File: src/hw/rtl/ctrb_pkg.sv
// ctrb_pkg: word types and character codes for the CIGAR boundary parser.
// No dependencies; used by every file under hw/rtl.
`timescale 1ns / 1ps

package ctrb_pkg;

  typedef struct packed {
    logic [7:0]  cigar_char;
    logic [30:0] start_pos;
    logic        first_char;
    logic        last_char;
  } in_word_t;

  typedef struct packed {
    logic        write_valid;
    logic [5:0]  slot_index;
    logic [31:0] boundary_value;
    logic        end_of_read;
    logic [6:0]  slots_used;
    logic        overflow;
    logic        last_of_item;
  } out_word_t;

  localparam int RUN_W = 28;
  localparam logic [RUN_W-1:0] RUN_MAX = {RUN_W{1'b1}};

  localparam logic [7:0] CH_M     = 8'h4D;  // 'M'
  localparam logic [7:0] CH_M_LC  = 8'h6D;  // 'm'
  localparam logic [7:0] CH_EQ    = 8'h3D;  // '='
  localparam logic [7:0] CH_X     = 8'h58;  // 'X'
  localparam logic [7:0] CH_N     = 8'h4E;  // 'N'
  localparam logic [7:0] CH_D     = 8'h44;  // 'D'
  localparam logic [7:0] CH_I     = 8'h49;  // 'I'
  localparam logic [7:0] CH_STAR  = 8'h2A;  // '*'
  localparam logic [7:0] CH_ZERO  = 8'h30;  // '0'
  localparam logic [7:0] CH_NINE  = 8'h39;  // '9'

endpackage

File: src/hw/rtl/cigar_to_reference_boundaries_core.sv
// cigar_to_reference_boundaries_core: top level of the CIGAR boundary parser.
// Depends on ctrb_pkg and ctrb_out_buf.
`timescale 1ns / 1ps
//
//   port group   dir  word          handshake
//   in_*         in   in_word_t     in_valid / in_stall
//   out_*        out  out_word_t    out_valid / out_stall
//
// One character per cycle while in_stall is low; a first character that
// is a writing op (M m = X N D) gives two words; the first holds in_stall.
// Results leave from a two-entry buffer, so input keeps flowing while one
// word waits; in_stall rises when both entries are full.
// rst clears the per-read state, the split flag and the buffer count.

module cigar_to_reference_boundaries_core #(
  parameter int MAX_SLOTS = 64
) (
  input  logic               clk,
  input  logic               rst,
  input  logic               in_valid,
  output logic               in_stall,
  input  ctrb_pkg::in_word_t in_data,
  output logic               out_valid,
  input  logic               out_stall,
  output ctrb_pkg::out_word_t out_data
);

  localparam int NS_W  = $clog2(MAX_SLOTS + 1);
  localparam int RUN_W = ctrb_pkg::RUN_W;

  // per-read state
  logic [31:0]      prev;
  logic [NS_W-1:0]  next_slot;
  logic [RUN_W-1:0] run_len;
  logic             ins_pend;
  logic             ovf;
  logic             split;      // slot 0 word already sent for the held character

  logic [31:0]      prev_next;
  logic [NS_W-1:0]  next_slot_next;
  logic [RUN_W-1:0] run_len_next;
  logic             ins_pend_next;
  logic             ovf_next;

  // state as seen by the character (after the first-character restart)
  logic [31:0]      s_prev;
  logic [NS_W-1:0]  s_ns;
  logic [RUN_W-1:0] s_run;
  logic             s_ins;
  logic             s_ovf;

  logic [7:0]       c;
  logic             first_eff;
  logic             is_digit, is_mop, is_nd, is_ins, writes;
  logic             two_words;
  logic [31:0]      pos0;
  logic [31:0]      run_x10;
  logic [31:0]      sum;
  logic [31:0]      ext_v;
  logic [NS_W-1:0]  w_slot;
  logic             w_valid;
  logic             full;
  logic             push;

  ctrb_pkg::out_word_t res;

  assign c         = in_data.cigar_char;
  assign first_eff = in_data.first_char && !split;
  assign is_digit  = (c >= ctrb_pkg::CH_ZERO) && (c <= ctrb_pkg::CH_NINE);
  assign is_mop    = (c == ctrb_pkg::CH_M) || (c == ctrb_pkg::CH_M_LC) ||
                     (c == ctrb_pkg::CH_EQ) || (c == ctrb_pkg::CH_X);
  assign is_nd     = (c == ctrb_pkg::CH_N) || (c == ctrb_pkg::CH_D);
  assign is_ins    = (c == ctrb_pkg::CH_I);
  assign writes    = is_mop || is_nd;
  assign two_words = first_eff && writes;

  assign pos0 = (c == ctrb_pkg::CH_STAR) ? 32'd0 : {1'b0, in_data.start_pos};

  always_comb begin
    if (first_eff) begin
      s_prev = pos0;
      s_ns   = NS_W'(1);
      s_run  = '0;
      s_ins  = 1'b0;
      s_ovf  = 1'b0;
    end else begin
      s_prev = prev;
      s_ns   = next_slot;
      s_run  = run_len;
      s_ins  = ins_pend;
      s_ovf  = ovf;
    end
  end

  assign run_x10 = {1'b0, s_run, 3'b000} + {3'b000, s_run, 1'b0} + {28'd0, c[3:0] - 4'd0};
  assign sum     = s_prev + {{(32-RUN_W){1'b0}}, s_run};
  assign ext_v   = sum;

  // character effect on the state view s
  always_comb begin
    prev_next      = s_prev;
    next_slot_next = s_ns;
    run_len_next   = s_run;
    ins_pend_next  = s_ins;
    ovf_next       = s_ovf;
    w_valid        = 1'b0;
    w_slot         = '0;
    if (is_digit) begin
      // ASCII digits '0'..'9' carry their value in the low nibble
      run_len_next = (run_x10 > {{(32-RUN_W){1'b0}}, ctrb_pkg::RUN_MAX}) ?
                     ctrb_pkg::RUN_MAX : run_x10[RUN_W-1:0];
    end else begin
      run_len_next = '0;
      if (is_ins) begin
        ins_pend_next = 1'b1;
      end else if (writes) begin
        prev_next = ext_v;
        if (is_mop && s_ins) ins_pend_next = 1'b0;
        if (is_mop && s_ins && (s_ns != '0)) begin
          // extend the last slot, unless a write of this read was dropped
          w_valid = !s_ovf;
          w_slot  = s_ovf ? '0 : s_ns - NS_W'(1);
        end else if (s_ns < NS_W'(MAX_SLOTS)) begin
          w_valid        = 1'b1;
          w_slot         = s_ns;
          next_slot_next = s_ns + NS_W'(1);
        end else begin
          ovf_next = 1'b1;
        end
      end
    end
  end

  // result word for this cycle
  always_comb begin
    logic [NS_W+6:0] ns_wide;
    logic [NS_W+6:0] slot_wide;
    ns_wide   = (NS_W+7)'(next_slot_next);
    slot_wide = (NS_W+7)'(w_slot);
    if (two_words) begin
      res.write_valid    = 1'b1;
      res.slot_index     = 6'd0;
      res.boundary_value = pos0;
      res.end_of_read    = 1'b0;
      res.slots_used     = 7'd1;
      res.overflow       = 1'b0;
      res.last_of_item   = 1'b0;
    end else begin
      res.write_valid    = first_eff | w_valid;
      res.slot_index     = first_eff ? 6'd0 : slot_wide[5:0];
      res.boundary_value = first_eff ? pos0 : (w_valid ? ext_v : 32'd0);
      res.end_of_read    = in_data.last_char;
      res.slots_used     = ns_wide[6:0];
      res.overflow       = ovf_next;
      res.last_of_item   = 1'b1;
    end
  end

  assign push     = in_valid && !full;
  assign in_stall = full || (in_valid && two_words);

  always_ff @(posedge clk) begin
    if (rst) begin
      prev      <= '0;
      next_slot <= '0;
      run_len   <= '0;
      ins_pend  <= 1'b0;
      ovf       <= 1'b0;
      split     <= 1'b0;
    end else if (push) begin
      split <= two_words;
      if (two_words) begin
        // commit only the restart; the character is handled when it is taken again
        prev      <= s_prev;
        next_slot <= s_ns;
        run_len   <= s_run;
        ins_pend  <= s_ins;
        ovf       <= s_ovf;
      end else begin
        prev      <= prev_next;
        next_slot <= next_slot_next;
        run_len   <= run_len_next;
        ins_pend  <= ins_pend_next;
        ovf       <= ovf_next;
      end
    end
  end

  ctrb_out_buf u_out_buf (
    .clk       (clk),
    .rst       (rst),
    .push      (push),
    .push_data (res),
    .full      (full),
    .out_valid (out_valid),
    .out_stall (out_stall),
    .out_data  (out_data)
  );

endmodule

File: src/hw/rtl/ctrb_out_buf.sv
// ctrb_out_buf: two-entry output buffer (result register plus skid entry).
// Depends on ctrb_pkg for the result word type.
`timescale 1ns / 1ps

module ctrb_out_buf (
  input  logic                clk,
  input  logic                rst,
  input  logic                push,
  input  ctrb_pkg::out_word_t push_data,
  output logic                full,
  output logic                out_valid,
  input  logic                out_stall,
  output ctrb_pkg::out_word_t out_data
);

  ctrb_pkg::out_word_t d0;
  ctrb_pkg::out_word_t d1;
  logic [1:0]          cnt;
  logic                pop;

  assign pop       = (cnt != 2'd0) && !out_stall;
  assign full      = (cnt == 2'd2);
  assign out_valid = (cnt != 2'd0);
  assign out_data  = d0;

  always_ff @(posedge clk) begin
    if (rst) begin
      cnt <= 2'd0;
    end else begin
      cnt <= cnt + {1'b0, push} - {1'b0, pop};
    end
  end

  always_ff @(posedge clk) begin
    if (pop) begin
      // head leaves: second entry moves up, new word lands behind whatever remains
      if (cnt == 2'd2) begin
        d0 <= d1;
        if (push) d1 <= push_data;
      end else if (push) begin
        d0 <= push_data;
      end
    end else if (push) begin
      if (cnt == 2'd0) d0 <= push_data;
      else             d1 <= push_data;
    end
  end

endmodule

File: config.mk
export PLATFORM = sky130hd
export DESIGN_NAME = cigar_to_reference_boundaries_core
export DESIGN_NICKNAME = d
export VERILOG_FILES = /design/src/hw/rtl/ctrb_pkg.sv /design/src/hw/rtl/cigar_to_reference_boundaries_core.sv /design/src/hw/rtl/ctrb_out_buf.sv
export SDC_FILE = /design/constraint.sdc
export NUM_CORES = 1
export LEC_CHECK = 0
export ABC_AREA = 1
export BUFFER_PORTS_ARGS = -buffer_cell sky130_fd_sc_hd__buf_4
export CAP_MARGIN = 25
export CORE_MARGIN = 1.5
export CORE_UTILIZATION = 30
export CTS_BUF_LIST = sky130_fd_sc_hd__clkbuf_16
export DETAILED_ROUTE_END_ITERATION = 12
export PLACE_DENSITY = 0.52
export SETUP_SLACK_MARGIN = 0.5
export SYNTH_ARGS = -nofsm -noshare
export SYNTH_HDL_FRONTEND = slang
export SYNTH_SLANG_ARGS = --single-unit
File: constraint.sdc
create_clock -name clk -period 10.3 [get_ports clk]
set_input_delay 1.03 -clock clk [delete_from_list [all_inputs] [get_ports clk]]
set_output_delay 1.03 -clock clk [all_outputs]
set_load 0.05 [all_outputs]
# Word-level counts from Yosys, hierarchy flattened
# Index checks and enable logic that the tools add are counted.
word_totals:
  register_bits: 170
  input_bits: 45
  out_inout_bits: 51
  wordCells: 124
op_classes:
  add_sub_neg: 7
  magnitude_cmp: 4
  eq_ne: 11
  muxes: 54
  n_bitwise: 1
  reduce_logical: 26
ops:
  columns: ["cell", "count"]
  rows:
  - ["49-bit 2-to-1 mux", 10]
  - ["32-bit 2-to-1 mux", 7]
  - ["28-bit 2-to-1 mux", 4]
  - ["7-bit 2-to-1 mux", 7]
  - ["8-bit by 7-bit equality test with 1-bit output (second input constant)", 6]
  - ["6-bit 2-to-1 mux", 7]
  - ["31-bit by 29-bit adder with 32-bit output", 1]
  - ["32-bit by 28-bit adder with 32-bit output", 1]
  - ["32-bit by 4-bit adder with 32-bit output", 1]
  - ["32-bit by 28-bit greater-than comparator with 1-bit output (second input constant)", 1]
  - ["31-bit 2-to-1 mux", 1]
  - ["1-bit 2-to-1 mux", 18]
  - ["8-bit by 6-bit equality test with 1-bit output (second input constant)", 2]
  - ["8-bit by 6-bit greater-or-equal comparator with 1-bit output (second input constant)", 1]
  - ["8-bit by 6-bit <= comparator with 1-bit output (second input constant)", 1]
  - ["1-bit logical AND", 8]
  - ["2-bit nonzero test", 4]
  - ["7-bit by 1-bit adder with 7-bit output (second input constant)", 1]
  - ["7-bit less-than comparator (second input constant)", 1]
  - ["7-bit nonzero test", 1]
  - ["1-bit logical OR", 6]
  - ["3-bit AND reduction", 2]
  - ["6-bit by 1-bit subtractor with 6-bit output (second input constant)", 1]
  - ["1-bit logical NOT", 4]
  - ["other kinds (7)", 7]

# Depth between registers and ports, before layout
# Gate-level depths: netlist of run 1.
logic_depth:
  word_depth: 16
  ltp_mapped: 27

# Cells and area by module
# Synthesis of run 1 repeated with hierarchy kept, for this count alone.
hier_totals:
  cells_unflattened: 1780
  area_unflattened_um2: 12700.9
modules_own_cells:
  columns: ["mod", "n_inst", "cells_each", "area_per_inst_um2", "seq_area_each_um2"]
  rows:
  - ["cigar_to_reference_boundaries_core", 1, 1492, 8897.3, 1401.3]
  - ["ctrb_out_buf", 1, 288, 3803.6, 2982.9]

# Least setup slack after synthesis of run 1
# Ideal clock, no wire load.
synth_path:
  path_kind: "input to register"
  from: "in in_data[1] (netlist name)"
  to: "reg run_len[26]"
  setup_time_ps: 132
  arrival_time_ps: 3940
  t_required_ps: 10168
  path_slack_ps: 6228
  stages: 21
  cell_sequence: "nand2_8 > buf_2 > buf_1 > nand2_1 > inv_1 > ha_1 > ha_1 > fa_1 > nand3_1 > nand3_1 > nand3_1 > nand3_1 > nand2_1 > nand2_1 > nand2_1 > nand2_1 > nor2_4 > buf_4 > nand3_1 > nand2_1 > a21oi_2"
synth_between:
  elab_chain_cells: 8
synth_lines:
  columns: ["item", "line", "text"]
  rows:
  - ["from (decl)", "cigar_to_reference_boundaries_core.sv:22", "input ctrb_pkg::in_word_t in_data,"]
  - ["1-bit logical AND *", "cigar_to_reference_boundaries_core.sv:68", "assign first_eff = in_data.first_char && !split;"]
  - ["28-bit 2-to-1 mux", "cigar_to_reference_boundaries_core.sv:80", "if (first_eff) begin"]
  - ["31-bit by 29-bit adder with 32-bit output", "cigar_to_reference_boundaries_core.sv:95", "assign run_x10 = {1'b0, s_run, 3'b000} + {3'b000, s_run, 1'b0} + {28'd0, c[3:0] - 4'd0};"]
  - ["32-bit by 4-bit adder with 32-bit output", "cigar_to_reference_boundaries_core.sv:95", null]
  - ["32-bit by 28-bit greater-than comparator with 1-bit output", "cigar_to_reference_boundaries_core.sv:110", "run_len_next = (run_x10 > {{(32-RUN_W){1'b0}}, ctrb_pkg::RUN_MAX}) ?"]
  - ["28-bit 2-to-1 mux", "cigar_to_reference_boundaries_core.sv:110", null]
  - ["28-bit 2-to-1 mux", "cigar_to_reference_boundaries_core.sv:108", "if (is_digit) begin"]
  - ["28-bit 2-to-1 mux *", "cigar_to_reference_boundaries_core.sv:172", "if (two_words) begin"]
  - ["to (signal assigned)", "cigar_to_reference_boundaries_core.sv:176", "run_len <= s_run;"]
  - ["to (signal assigned)", "cigar_to_reference_boundaries_core.sv:182", "run_len <= run_len_next;"]
  - ["to (decl)", "cigar_to_reference_boundaries_core.sv:34", "logic [RUN_W-1:0] run_len;"]
# Mark *: on every way between the ends. The rest lies on a longest branch, timed or not.
# A chain may end at the register's enable or synchronous reset.

# Final worst setup path of run 1
layout_path:
  from: "in in_data[1] (netlist name)"
  to: "reg run_len[25]"
# The elaborated chain is that of the path after synthesis.

==> out/qor.csv, run 1 <==
stage,metric,value,unit
clocking,clock sinks,170,
timing,Final setup viols,0,
routing,routed len/inst,15.6,microns
pwr,power per standard cell area,159,nW/um^2
synthesis,Mapped Area,12700,sq um
synthesis,Async SR Flop Fraction,0,%
timing,Hold Worst Slack,465,ps
timing,RSZ-0062 raised after global routing,false,
synthesis,ys flop type,edfxtp_1,
setup_path,critical path data required time,10600,ps
setup_path,worst setup path class,in2reg,
floorplanning,Die Wd,209,microns
place,DP Cell Count,2391,
cells_and_area,share of cells above drive strength 1,10.7,%
synthesis,Yosys Warn Count,0,
timing,fin. max-slew vios,0,
setup_path,Worst path max stage delay,550,ps
pwr,P_leak,7.04,nW
routing,DRT iter0 DRCs,696,
cells_and_area,fin cells,2423,
routing,total number of vias,11833,
synthesis,Synth Net Count,1942,
setup_path,Critical Path Sink Type,flop,
setup_path,Worst setup SP type,primary input,
synthesis,Syn Inst Count,1806,
floorplanning,Die Area,43500,sq um
global_route,global-route wire length before repair,60400,microns
synthesis,synth unique cells,53,
setup_path,maximum fanout along the worst path,62,
clocking,post-CTS setup buffers,0,
outcome,status,finished clean,
global_route,gr usage total,17.4,%
routing,Routed WL,37900,microns
global_route,gr ovfl total,0,
timing,Final Hold Vio Count,0,
place,post-DP HPWL,29300,microns
pwr,maximum vdd drop,0.0987,mV
floorplanning,row count,75,
timing,final period utilization,43.4,%
floorplanning,Chip Height,209,microns
min_path,Min-Delay Path Class,reg2reg,
cells_and_area,Antenna diodes,0,
clocking,Num CTS Buffers,17,
synthesis,Synth Area per Inst,7.03,sq um
setup_path,"Arr. time, crit path",4760,ps
cells_and_area,area delta synth->final,14.0,%
job,MaxCap Viol Count,0,
clocking,htree depth,4,
floorplanning,Core Footprint,41900,sq um
routing,DRT Pass-1 Iters,6,
timing,TNS Setup,0,ps
clocking,root buffer cell,clkbuf_16,
clocking,Post-CTS Hold Fix Bufs,0,
clocking,CTS tree,done,
synthesis,"FF+latch count, synth",170,
cells_and_area,fillers,4538,
synthesis,Post-synth EDFFs,98,
setup_path,CP max stage cell,nor2_4,
timing,Max-slew headroom,37.3,%
clocking,CTS resizes,0,
timing,Tightest Pin Transition,940,ps
synthesis,"Seq/Total Area, Yosys",34.5,%
clocking,CTS Buffer Depth,2,
timing,Clock Skew,11.3,ps
place,Placer Congestion,0.930,
place,PortBufs,95,
global_route,initial antenna violation count,0,
cells_and_area,"Core Util, Final",34.6,%
timing,Fmax achieved,224,MHz
cells_and_area,"most common cell after layout, fill and taps aside",nand2_1,
setup_path,worst path cell trace,buf_4 -> nand2_8 -> inv_6 -> nor2_1 -> ha_1 -> ha_1 -> a21oi_1 -> nor2_1 -> nor2_1 -> nand2_1 -> a21oi_1 -> nand2_1 -> nand2_1 -> nand2_1 -> nor2_4 -> nand3_1 -> nand2_1 -> a21oi_2,
clocking,clock-pin slew on the worst setup and hold paths,70,ps
setup_path,Crit path max-delay family,simple AND/OR/NAND/NOR gates,
timing,post-layout min period,4470,ps
floorplanning,Starting Density,30.3,%
cells_and_area,"commonest non-fill, non-tap cells in the layout","543 x nand2_1, 237 x inv_1, 160 x a21oi_1, 138 x nor2_1, 135 x nand3_1",
routing,via density per instance,4.88,
clocking,Worst-Skew Late Latency,440,ps
cells_and_area,Final nets,2007,
routing,drt drc,0,
setup_path,"most used cell, CP",nand2_1,
setup_path,worst path bufs/invs,2,
global_route,largest net degree at the start of global routing,88,
floorplanning,num ports,96,
routing,final antenna-violating net count,0,
global_route,via count of the first global-routing pass,11196,
[through the flow]
step                      power (mW)  worst slack, ps  cell area (sq um)
after detailed placement        1.64             5420              13900
after CTS                       2.33             5880              14500
final                           2.31             5830              14500
after global placement          1.63             5470              13900
after floorplan                 1.42             6230              12700
after global routing            2.41             5500              14500
[tightest hold or removal path, stage by stage (launching register included)]
cell	delay (ps)
dfxtp_1	310
nand2_1	60
a21oi_1	50
[sequential cells by signal (all words and copies together) (netlist names)]
name / flops
run_len: 28
prev: 32
u_out_buf.out_data: 49
split: 1
ins_pend: 1
u_out_buf.cnt: 2
next_slot: 7
ovf: 1
u_out_buf.d1: 49
[worst paths after layout]
kind / startpoint / to / slack [ps] / cells after the start
hold / removal: prev[13] / prev[13] / 460 / 2
setup reg to reg: split / run_len[25] / 6170 / 18
setup / recovery: in_data[1] / run_len[25] / 5830 / 18
hold reg to reg: prev[13] / prev[13] / 460 / 2
[area by class of cell]
type	count	area, sq um	share of cell area (%)
clock inverter	15	189	1.31
timing repair buffer	102	766	5.29
tap	539	674	4.66
clock buffer	17	425	2.94
sequential	170	4380	30.3
inverter	248	943	6.52
multi-input combinational	1332	7090	49.0
[synth_stat cells, drive strengths merged, types with 3 or more instances]
library cell | count | area, sq um
o211ai | 3 | 27.5
a21oi | 171 | 897
nand2 | 556 | 2140
dfxtp | 72 | 1440
a21o | 4 | 30.0
o21ai | 81 | 409
a21boi | 3 | 22.5
nand4 | 16 | 100
buf | 28 | 190
xnor2 | 24 | 210
nor2 | 157 | 703
nand3b | 5 | 50.1
xor2 | 20 | 175
nor3 | 22 | 120
o21bai | 13 | 97.6
a31oi | 17 | 106
nand3 | 140 | 748
edfxtp | 98 | 2940
clkbuf | 28 | 105
inv | 247 | 935
ha | 89 | 1110
[power by group]
group / leakage [nW] / total (mW) / switching [mW] / internal, mW
clock: 0.306 / 0.686 / 0.298 / 0.388
combinational: 5.20 / 0.741 / 0.548 / 0.192
sequential: 1.53 / 0.881 / 0.0328 / 0.849
total: 7.04 / 2.31 / 0.879 / 1.43
[logic make-up (layout without fill, tap and decap cells)]
logic type / after synthesis / in the layout / share of synthesized area, %
XOR/XNOR: 44 / 44 / 3.04
buffers and inverters: 304 / 382 / 9.76
adder cells (fa/ha/maj): 91 / 91 / 9.09
multiplexers: 1 / 1 / 0.0789
AND/OR/NAND/NOR: 898 / 898 / 30.5
flip-flops: 170 / 170 / 34.5
AO/OA/AOI/OAI: 298 / 298 / 13.0
[metal layers]
layer	wire (microns)	GRT usage, %	up-vias
met3	1410	1.80	41
met2	16700	27.6	273
met5	0	0	-
li1	-	-	6022
met4	884	5.45	0
met1	19000	24.9	5497
Power figures use the tool's default switching activity.
==> run 2: changes to the inputs <==
==> constraint.sdc (replaced) <==
create_clock -name clk -period 4.3 [get_ports clk]
set_input_delay 0.43 -clock clk [delete_from_list [all_inputs] [get_ports clk]]
set_output_delay 0.43 -clock clk [all_outputs]
set_load 0.05 [all_outputs]
==> out/qor.csv, run 2 (synthesis results as in run 1) <==
stage,metric,value,unit,change
cells_and_area,area delta synth->final,15.5,%,was 14.0%
job,MaxCap Viol Count,0,,unchanged
setup_path,critical path data required time,4600,ps,was 10600 ps
routing,DRT Pass-1 Iters,5,,was 6
setup_path,worst reg-to-reg path cell count,16,,was 18
global_route,via count of the first global-routing pass,11221,,was 11196
min_path,Min-Delay Path Class,in2reg,,was reg2reg
timing,final period utilization,81.8,%,
setup_path,maximum fanout along the worst path,27,,was 62
cells_and_area,Antenna diodes,0,,unchanged
routing,via density per instance,4.81,,was 4.88
clocking,clock sinks,170,,unchanged
clocking,CTS Buffer Depth,2,,unchanged
clocking,Post-CTS Hold Fix Bufs,0,,unchanged
clocking,htree depth,4,,unchanged
global_route,largest net degree at the start of global routing,71,,was 88
timing,Clock Skew,10.3,ps,was 11.3 ps
routing,final antenna-violating net count,0,,unchanged
cells_and_area,"Core Util, Final",35.0,%,was 34.6%
global_route,global-route wire length before repair,61200,microns,was 60400 microns
place,Placer Congestion,0.948,,was 0.930
timing,post-layout min period,3520,ps,
timing,Max-slew headroom,37.1,%,was 37.3%
cells_and_area,Finished Cell Area,14700,sq um,was 14500 sq um
global_route,initial antenna violation count,0,,unchanged
setup_path,Worst setup SP type,flop,,was primary input
pwr,maximum vdd drop,0.248,mV,was 0.0987 mV
global_route,gr ovfl total,0,,unchanged
cells_and_area,fin cells,2446,,was 2423
timing,Fmax achieved,284,MHz,
timing,TNS Setup,0,ps,unchanged
routing,drt drc,0,,unchanged
floorplanning,row count,75,,unchanged
cells_and_area,"most common cell after layout, fill and taps aside",nand2_1,,unchanged
floorplanning,num ports,96,,unchanged
timing,fin worst setup slack,784,ps,was 5830 ps
timing,RSZ-0062 raised after global routing,false,,unchanged
timing,Hold Worst Slack,348,ps,was 465 ps
place,post-DP HPWL,29700,microns,was 29300 microns
pwr,power per standard cell area,370,nW/um^2,was 159 nW/um^2
setup_path,"Arr. time, crit path",3820,ps,was 4760 ps
place,DP Cell Count,2411,,was 2391
min_path,hold path cells,3,,was 2
place,PortBufs,95,,unchanged
outcome,status,finished clean,,unchanged
clocking,root buffer cell,clkbuf_16,,unchanged
routing,Routed WL,38500,microns,was 37900 microns
clocking,Worst-Skew Late Latency,440,ps,about the same
routing,routed len/inst,15.7,microns,was 15.6 microns
clocking,clock-pin slew on the worst setup and hold paths,70,ps,about the same
floorplanning,Chip Height,209,microns,unchanged
pwr,P_leak,7.14,nW,was 7.04 nW
cells_and_area,"commonest non-fill, non-tap cells in the layout","542 x nand2_1, 237 x inv_1, 160 x a21oi_1, 137 x nor2_1, 134 x nand3_1",,"was 543 x nand2_1, 237 x inv_1, 160 x a21oi_1, 138 x nor2_1, 135 x nand3_1"
timing,Tightest Pin Transition,944,ps,was 940 ps
routing,total number of vias,11766,,was 11833
routing,DRT iter0 DRCs,644,,was 696
timing,fin. max-slew vios,0,,unchanged
pwr,total power,5.43,mW,was 2.31 mW
floorplanning,Die Area,43500,sq um,unchanged
timing,Final Hold Vio Count,0,,unchanged
place,pre-CTS setup slack,288,ps,was 5420 ps
setup_path,Critical Path Sink Type,flop,,unchanged
place,DP Area,14000,sq um,was 13900 sq um
clocking,CTS tree,done,,unchanged
global_route,gr usage total,17.7,%,was 17.4%
cells_and_area,share of cells above drive strength 1,12.0,%,was 10.7%
setup_path,worst setup path class,reg2reg,,was in2reg
clocking,Num CTS Buffers,17,,unchanged
timing,Final setup viols,0,,unchanged
cells_and_area,Final nets,2030,,was 2007
floorplanning,Die Wd,209,microns,unchanged
floorplanning,Core Footprint,41900,sq um,unchanged
floorplanning,Starting Density,30.3,%,unchanged
## run 2: cell types whose count changed in the layout (fill, tap and decap cells not counted), moves of 2 or more
| cell | change |
|---|---|
| buf_4 | +17 |
| clkinv_4 | -4 |
| clkinvlp_4 | +4 |
| buf_12 | +2 |
| buf_6 | +2 |
| clkinvlp_2 | +2 |
| nor2_4 | +2 |
## run 2: repair_timing
item                                    CTS  global route
pin swaps                                 0             3
endpoints found under the setup margin    5            35
gates cloned                              0             2
setup buffers                             0             1
gates resized for setup                   1             9
## run 2: critical path, cell delays in order (launching register included)
cell	delay (ps)
dfxtp_1	330
inv_2	60
nand2_8	140
buf_6	200
buf_4	340
nand2_1	120
nand2_1	100
ha_1	280
a21oi_1	250
o21ai_0	200
a21oi_1	290
nand3_1	180
xor2_1	460
nand2_1	100
nand2_1	160
nand2_1	80
nand2_1	70
## run 2: path summary, 6_finish.rpt
kind / start / endpoint / slack (ps)
min: in_data[0] / u_out_buf.d1[9] / 350
max reg2reg: split / u_out_buf.out_data[32] / 780
min reg2reg: run_len[14] / run_len[14] / 460
max: split / u_out_buf.out_data[32] / 780
## run 2: metal layers
metal | share of wire [%] | routed length [microns] | track usage [%] | vias to the layer above
met2 | 46 | 17500 | 29.0 | 239
met4 | 1.4 | 548 | 4.22 | 0
met3 | 3.8 | 1450 | 2.18 | 28
met1 | 49 | 18900 | 24.8 | 5422
li1 | - | - | - | 6077
met5 | 0 | 0 | 0 | -
## run 2: layout make-up
| class | count | area [sq um] |
|---|---|---|
| Inverter | 248 | 946 |
| Fill cell | 4501 | 27200 |
| Multi-Input combinational cell | 1334 | 7130 |
| Tap cell | 539 | 674 |
| Sequential cell | 170 | 4380 |
| Clock buffer | 17 | 425 |
| Clock inverter | 15 | 149 |
| Timing Repair Buffer | 123 | 956 |
## run 2: power breakdown
group | total (mW) | switching, mW | internal [mW] | leakage (nW)
Clock | 1.55 | 0.690 | 0.855 | 0.270
Sequential | 2.12 | 0.0839 | 2.03 | 1.53
Combinational | 1.76 | 1.30 | 0.469 | 5.34
